`config.mk`:
```
export PLATFORM = sky130hd
export DESIGN_NAME = bbc_back_flat
export DESIGN_NICKNAME = d
export VERILOG_FILES = /design/src/rtl/core/bbc_pkg.sv /design/src/rtl/core/bbc_ifs.sv /design/src/rtl/core/bbc_back.sv /design/src/flat_wrapper.sv
export VERILOG_INCLUDE_DIRS = /design/src /design/src/rtl/core
export SDC_FILE = /design/constraint.sdc
export NUM_CORES = 1
export LEC_CHECK = 0
export BUFFER_PORTS_ARGS = -buffer_cell sky130_fd_sc_hd__buf_2
export CAP_MARGIN = 25
export CORE_MARGIN = 2
export CORE_UTILIZATION = 40
export CTS_BUF_LIST = sky130_fd_sc_hd__clkbuf_16
export CTS_CLUSTER_DIAMETER = 150
export DETAILED_ROUTE_END_ITERATION = 10
export PLACE_DENSITY_LB_ADDON = 0.05
export SYNTH_ARGS = -nofsm -noshare
export SYNTH_HDL_FRONTEND = slang
export SYNTH_SLANG_ARGS = --single-unit
```
`constraint.sdc`:
```
create_clock -name clk -period 6.6 [get_ports clk]
set_clock_uncertainty 0.05 [all_clocks]
set_input_delay 0.66 -clock clk [delete_from_list [all_inputs] [get_ports clk]]
set_output_delay 0.66 -clock clk [all_outputs]
set_load 0.005 [all_outputs]
```
`src/rtl/core/bracket_balance_checker_macros.svh`:
```
// ----------------------------------------------------------------------------
// Bracket balance checker assertion macros
// Clocked assertion shorthands shared by the checker RTL; ASSERT_OFF drops them.
// ----------------------------------------------------------------------------
`ifndef BRACKET_BALANCE_CHECKER_MACROS_SVH
`define BRACKET_BALANCE_CHECKER_MACROS_SVH

`ifndef ASSERT_OFF

// plain property, checked out of reset
`define BBC_ASSERT(lbl, clk_s, rstn_s, prop, msg) \
    lbl: assert property (@(posedge clk_s) disable iff (!rstn_s) (prop)) else $error(msg);

// same-cycle implication
`define BBC_ASSERT_IMPL(lbl, clk_s, rstn_s, ante, cons, msg) \
    lbl: assert property (@(posedge clk_s) disable iff (!rstn_s) (ante) |-> (cons)) \
        else $error(msg);

// next-cycle implication
`define BBC_ASSERT_NEXT(lbl, clk_s, rstn_s, ante, cons, msg) \
    lbl: assert property (@(posedge clk_s) disable iff (!rstn_s) (ante) |=> (cons)) \
        else $error(msg);

`else

`define BBC_ASSERT(lbl, clk_s, rstn_s, prop, msg)
`define BBC_ASSERT_IMPL(lbl, clk_s, rstn_s, ante, cons, msg)
`define BBC_ASSERT_NEXT(lbl, clk_s, rstn_s, ante, cons, msg)

`endif

`endif

```
`src/rtl/core/bbc_pkg.sv`:
```
// ----------------------------------------------------------------------------
// Bracket balance checker package
// Widths, character and error codes, and the op type passed front to back.
// ----------------------------------------------------------------------------
package bbc_pkg;

    localparam int STACK_DEPTH = 64;
    localparam int SP_W        = $clog2(STACK_DEPTH + 1);
    localparam int ADDR_W      = $clog2(STACK_DEPTH);

    localparam int BYTE_W  = 8;
    localparam int DEPTH_W = 7;
    localparam int ERR_W   = 3;
    localparam int KIND_W  = 2;
    localparam int OP_W    = 2;

    // op queue, power of two deep
    localparam int QUEUE_DEPTH = 2;
    localparam int QPTR_W      = $clog2(QUEUE_DEPTH);
    localparam int QCNT_W      = $clog2(QUEUE_DEPTH + 1);

    localparam logic [BYTE_W-1:0] CH_LPAREN = 8'h28;
    localparam logic [BYTE_W-1:0] CH_RPAREN = 8'h29;
    localparam logic [BYTE_W-1:0] CH_LBRACE = 8'h7B;
    localparam logic [BYTE_W-1:0] CH_RBRACE = 8'h7D;
    localparam logic [BYTE_W-1:0] CH_LBRACK = 8'h5B;
    localparam logic [BYTE_W-1:0] CH_RBRACK = 8'h5D;

    localparam logic [KIND_W-1:0] KIND_NONE   = 2'd0;
    localparam logic [KIND_W-1:0] KIND_PAREN  = 2'd1;
    localparam logic [KIND_W-1:0] KIND_BRACE  = 2'd2;
    localparam logic [KIND_W-1:0] KIND_SQUARE = 2'd3;

    localparam logic [OP_W-1:0] OP_NONE = 2'd0;
    localparam logic [OP_W-1:0] OP_PUSH = 2'd1;
    localparam logic [OP_W-1:0] OP_POP  = 2'd2;

    localparam logic [ERR_W-1:0] ERR_NONE     = 3'd0;
    localparam logic [ERR_W-1:0] ERR_MISMATCH = 3'd1;
    localparam logic [ERR_W-1:0] ERR_EMPTY    = 3'd2;
    localparam logic [ERR_W-1:0] ERR_OVERFLOW = 3'd3;
    localparam logic [ERR_W-1:0] ERR_UNCLOSED = 3'd4;

    typedef struct packed {
        logic [OP_W-1:0]   op;
        logic [KIND_W-1:0] kind;
        logic              last;
    } bbc_op_t;

    // queue side status seen by the back end
    typedef struct packed {
        logic    valid;
        bbc_op_t head;
    } bbc_head_t;

endpackage

```
`src/rtl/core/bbc_ifs.sv`:
```


interface bbc_result_if;
    import bbc_pkg::*;

    logic               valid;
    logic               ready;
    logic [DEPTH_W-1:0] nest_depth;
    logic [ERR_W-1:0]   error_code;
    logic               balanced;
    logic               text_done;

    modport source (output valid, output nest_depth, output error_code,
                    output balanced, output text_done, input ready);
    modport sink   (input valid, input nest_depth, input error_code,
                    input balanced, input text_done, output ready);
endinterface

```
`src/rtl/core/bbc_back.sv`:
```
// ----------------------------------------------------------------------------
// Bracket balance checker back end
// Bracket stack engine: one push or pop per beat, registered result beat.
// ----------------------------------------------------------------------------
`include "bracket_balance_checker_macros.svh"

module bbc_back (
    input  logic               clk,
    input  logic               rst_n,
    input  bbc_pkg::bbc_head_t head,
    output logic               pop,
    bbc_result_if.source       result
);
    import bbc_pkg::*;

    // stack storage; top entry is also mirrored in top_reg, and below_q
    // holds the entry under it (registered read at sp-2 every cycle)
    logic [KIND_W-1:0]  stack_mem [STACK_DEPTH];
    logic [KIND_W-1:0]  below_q;
    logic [ADDR_W-1:0]  rd_addr;
    logic               wr_en;

    logic [SP_W-1:0]    sp_reg, sp_next, sp_new;
    logic [ERR_W-1:0]   err_reg, err_next, err_new;
    logic [KIND_W-1:0]  top_reg, top_next, top_new;
    logic               push_ok;

    logic               out_valid_reg;
    logic [DEPTH_W-1:0] depth_reg;
    logic [ERR_W-1:0]   code_reg;
    logic               bal_reg;
    logic               done_reg;
    logic               fire;

    assign fire = head.valid && (!out_valid_reg || result.ready);
    assign pop  = fire;

    always_comb
    begin
        sp_new  = sp_reg;
        err_new = err_reg;
        top_new = top_reg;
        push_ok = 1'b0;
        if (err_reg == ERR_NONE)
        begin
            case (head.head.op)
                OP_PUSH:
                begin
                    if (sp_reg == SP_W'(STACK_DEPTH))
                    begin
                        err_new = ERR_OVERFLOW;
                    end
                    else
                    begin
                        push_ok = 1'b1;
                        sp_new  = sp_reg + SP_W'(1);
                        top_new = head.head.kind;
                    end
                end
                OP_POP:
                begin
                    if (sp_reg == '0)
                    begin
                        err_new = ERR_EMPTY;
                    end
                    else
                    begin
                        sp_new  = sp_reg - SP_W'(1);
                        top_new = below_q;
                        if (top_reg != head.head.kind)
                        begin
                            err_new = ERR_MISMATCH;
                        end
                    end
                end
                default: ;
            endcase
        end
        if (head.head.last && (err_new == ERR_NONE) && (sp_new != '0))
        begin
            err_new = ERR_UNCLOSED;
        end
    end

    always_comb
    begin
        sp_next  = sp_reg;
        err_next = err_reg;
        top_next = top_reg;
        if (fire)
        begin
            sp_next  = head.head.last ? '0 : sp_new;
            err_next = head.head.last ? ERR_NONE : err_new;
            top_next = top_new;
        end
    end

    assign wr_en   = fire && push_ok;
    assign rd_addr = ADDR_W'(sp_next - SP_W'(2));

    always_ff @(posedge clk)
    begin
        if (wr_en)
        begin
            stack_mem[sp_reg[ADDR_W-1:0]] <= head.head.kind;
        end
        below_q <= stack_mem[rd_addr];
    end

    always_ff @(posedge clk or negedge rst_n)
    begin
        if (!rst_n)
        begin
            sp_reg        <= '0;
            err_reg       <= ERR_NONE;
            out_valid_reg <= 1'b0;
        end
        else
        begin
            sp_reg  <= sp_next;
            err_reg <= err_next;
            if (fire)
            begin
                out_valid_reg <= 1'b1;
            end
            else if (result.ready)
            begin
                out_valid_reg <= 1'b0;
            end
        end
    end

    always_ff @(posedge clk)
    begin
        top_reg <= top_next;
        if (fire)
        begin
            depth_reg <= DEPTH_W'(sp_new);
            code_reg  <= err_new;
            bal_reg   <= head.head.last && (err_new == ERR_NONE);
            done_reg  <= head.head.last;
        end
    end

    assign result.valid      = out_valid_reg;
    assign result.nest_depth = depth_reg;
    assign result.error_code = code_reg;
    assign result.balanced   = bal_reg;
    assign result.text_done  = done_reg;

    `BBC_ASSERT(a_sp_bound, clk, rst_n, sp_reg <= SP_W'(STACK_DEPTH), "stack pointer past depth")
    `BBC_ASSERT_NEXT(a_eot_clear, clk, rst_n, fire && head.head.last, (sp_reg == '0) && (err_reg == ERR_NONE), "state not cleared after end of text")
    `BBC_ASSERT_NEXT(a_err_freeze, clk, rst_n, (err_reg != ERR_NONE) && !(fire && head.head.last), $stable(sp_reg) && $stable(err_reg), "stack moved after sticky error")
    `BBC_ASSERT_IMPL(a_bal_clean, clk, rst_n, out_valid_reg && bal_reg, done_reg && (code_reg == ERR_NONE), "balanced flag on bad result")

endmodule

```
`src/flat_wrapper.sv`:
```
// flat-port wrapper written by rule: the top's interface ports become plain ports
module bbc_back_flat import bbc_pkg::*;
  (clk, rst_n, head, pop, result_valid, result_nest_depth, result_error_code, result_balanced, result_text_done, result_ready);
  bbc_result_if result_i ();
  input  logic clk;
  input  logic rst_n;
  input  bbc_pkg::bbc_head_t head;
  output logic pop;
  output wire logic [$bits(result_i.valid)-1:0] result_valid;
  output wire logic [$bits(result_i.nest_depth)-1:0] result_nest_depth;
  output wire logic [$bits(result_i.error_code)-1:0] result_error_code;
  output wire logic [$bits(result_i.balanced)-1:0] result_balanced;
  output wire logic [$bits(result_i.text_done)-1:0] result_text_done;
  input wire logic [$bits(result_i.ready)-1:0] result_ready;
  assign result_valid = result_i.valid;
  assign result_nest_depth = result_i.nest_depth;
  assign result_error_code = result_i.error_code;
  assign result_balanced = result_i.balanced;
  assign result_text_done = result_i.text_done;
  assign result_i.ready = result_ready;
  bbc_back u_core (.clk(clk), .rst_n(rst_n), .head(head), .pop(pop), .result(result_i));
endmodule
```
==> flow_metrics.py <==
metrics = {
    "clock_tree": {
        "cts_setup_buffers": 0,
        "cts_hold_buffers": 0,
        "numCtsBuffers": 17,
        "cts_resized": 0,
        "cts_root_buf": "clkbuf_16",
        "cts_tree": "built",
        "clkLatencyLatePin_ns": 0.42,
        "clkTransAtPathRegs_ns": 0.06,
        "cts_sinks": 155,
        "clockBufferDepth": 2,
        "htree_num_levels": 4,
    },
    "yosys": {
        "synth.avg_cell_area_um2": 13.0,
        "synth-main-ff-cell": "edfxtp_1",
        "syn-num-nets": 564,
        "ys_types": 60,
        "synthDominantCellAreaShare": 0.597,
        "netlist_area_um2": 7150,
        "ys_seq_elements": 155,
        "synth_area_leaders": "edfxtp_1 (60%), mux2i_1 (7.4%), nor2_1 (5.0%)",
        "synth_warnings": 0,
        "synth_edf_count": 142,
        "postSynthCellCount": 549,
        "synthArstFlopShare": 0.0710,
        "ys_seq_area_frac": 0.641,
        "synth_top_area_cell": "edfxtp_1",
    },
    "power": {
        "total_leakage_power_uw": 0.00265,
        "p_total_uw": 2660,
        "pwr_density_cell_nw_per_um2": 331,
        "vdd_ir_drop_max_uv": 203,
    },
    "final_layout": {
        "drive_above_1_share": 0.144,
        "nets": 582,
        "largest_register_ffs": 128,
        "nFillCells": 1575,
        "diodes": 0,
        "area_growth_pct": 12.3,
    },
    "grt": {
        "antenna_found_initial": 0,
        "overflow": 0,
        "grt_usage": 0.194,
        "grt_max_degree": 67,
        "grt_pass1_wl_um": 26000,
        "first_global_vias": 4380,
    },
    "routing": {
        "drt-total-wl_um": 17300,
        "wl_met1_um": 7480,
        "routed_via_density": 5.62,
        "wl_per_cell_um": 21.6,
        "drtIter0Drc": 411,
        "vias": 4511,
        "wl_met3_um": 998,
        "drc_errors": 0,
        "drtAntennaViolNets": 0,
        "top_layer_used": "met4",
        "first_pass_iters": 5,
        "wl_met2_um": 8510,
    },
    "place": {
        "gp_congestion": 0.881,
        "io_buffers": 22,
        "hpwl_um": 11100,
    },
    "sta": {
        "rsz0062_at_grt": "no",
        "setup_viol": 0,
        "hold_viol_final": 0,
        "period_share": 0.663,
        "fmax_ghz": 0.229,
        "tightest_slew_ns": 0.794,
        "slew_viol_final": 0,
        "fin_setup_tns_ns": 0,
        "max_slew_margin": 0.470,
        "min_period_ns": 4.37,
    },
    "floorplanning": {
        "die_h_um": 138,
        "fp.dieW_um": 138,
        "core_um2": 17400,
        "pin_count": 23,
        "rows": 48,
        "start_util": 0.412,
        "die_area_um2": 19000,
    },
    "outcome": {
        "status": "complete, no violations",
    },
    "hold_path": {
        "hp-class": "in2async",
    },
    "worst_setup_path": {
        "worstPathArrival_ns": 4.67,
        "critPathCaptureType": "flip-flop",
        "worstPathRequired_ns": 6.90,
        "critical_path_class": "reg2reg",
        "critPathMaxFanout": 12,
        "critPathLaunchType": "flip-flop",
    },
    "run": {
        "max-cap-violations": 0,
    },
}
cell type report:
cell class | count | area (um^2) | area share
inverter | 14 | 52.6 | 0.00655
clock buffer | 17 | 425 | 0.0530
tap | 225 | 282 | 0.0351
timing repair buffer | 25 | 145 | 0.0181
multi-input combinational | 354 | 2380 | 0.297
sequential | 155 | 4580 | 0.571
clock inverter | 13 | 161 | 0.0201
path summary, 6_finish.rpt:
path                                              endpoint  depth (start not counted)  slack [ns]                          start
max                              u_core.below_q[0]$_DFF_P_                         14        2.23     u_core.sp_reg[0]$_DFF_PN0_
min                          u_core.err_reg[2]$_DFFE_PN0P_                          1        0.07                          rst_n
max reg2reg                      u_core.below_q[0]$_DFF_P_                         14        2.23     u_core.sp_reg[0]$_DFF_PN0_
min reg2reg                  u_core.err_reg[1]$_DFFE_PN0P_                          2        0.50  u_core.err_reg[1]$_DFFE_PN0P_
max in group asynchronous       u_core.sp_reg[5]$_DFF_PN0_                          1        6.19                          rst_n
min in group clk           u_core.result.valid$_DFFE_PN0P_                          2        0.44                        head[5]
cells in the final DEF (no fill, tap or decap), drive strengths merged, types with 5 or more instances in the layout:
master,instances
mux2,18
buf,25
a22oi,7
clkinv,6
a21oi,11
dfrtp,11
nand3,12
nand2b,5
nand2,33
edfxtp,142
inv,17
mux2i,53
and2,6
o21ai,15
ha,6
a31oi,9
o31ai,5
nor2,98
clkbuf,17
nor4,10
a22o,5
cells by family (layout without fill, tap and decap cells):
| kind of cell | after synthesis | in the layout | synth area share |
|---|---|---|---|
| XOR/XNOR | 4 | 4 | 0.00595 |
| AO/OA/AOI/OAI | 81 | 81 | 0.0788 |
| AND/OR/NAND/NOR | 188 | 188 | 0.122 |
| flip-flops | 155 | 155 | 0.641 |
| multiplexers | 75 | 75 | 0.115 |
| adder cells (fa/ha/maj) | 6 | 6 | 0.0105 |
| buffers and inverters | 40 | 69 | 0.0271 |
critical path, cell delays in order (launching register included):
cell       delay [ns]
dfrtp_1          0.56
inv_1            0.16
ha_1             0.34
nor2b_1          0.21
a21boi_1         0.46
a22o_1           0.23
a21oi_1          0.08
or3_1            0.46
ha_1             0.47
and2_1           0.28
a22o_1           0.25
a221oi_1         0.25
a21boi_1         0.13
a32oi_1          0.23
o2bb2ai_1        0.15
metal layers:
layer | GRT usage | vias to the layer above
li1 | - | 2118
met1 | 0.248 | 2211
met2 | 0.321 | 161
met3 | 0.0500 | 21
met4 | 0.0653 | 0
met5 | 0 | -
where the power goes:
part           internal (uW)  switching (uW)  total (uW)  leakage, uW
combinational            211             323         533     0.000895
clock                    619             356         975     0.000299
sequential              1110            41.0        1150      0.00145
cell usage after synthesis (4+ instances only):
master and n:
a2111oi_0 4, a211oi_1 4, a21oi_1 11, a22o_1 5
a22oi_1 7, a31oi_1 9, and2_1 6, buf_2 5
buf_6 4, clkbuf_1 12, dfrtp_1 11, edfxtp_1 142
ha_1 6, inv_1 12, mux2_2 18, mux2i_1 53
mux4_2 4, nand2_1 33, nand2b_1 5, nand3_1 12
nand3b_1 4, nor2_1 96, nor4_1 9, o21ai_0 13
o31ai_1 5
metrics by stage:
| step | cell area [um^2] | hold WS [ns] | worst slack [ns] | util | std cells |
|---|---|---|---|---|---|
| after floorplan | 7150 | 0.314 | 2.75 | - | 549 |
| after global placement | 7440 | 0.470 | 2.12 | 0.429 | 773 |
| after detailed placement | 7440 | 0.499 | 1.98 | 0.429 | 773 |
| after CTS | 8030 | 0.0689 | 2.28 | 0.462 | 803 |
| after global routing | 8030 | 0.0797 | 1.95 | 0.462 | 803 |
| final | 8030 | 0.0669 | 2.23 | 0.462 | 803 |
Note: power is estimated with default switching activity, not from simulation.
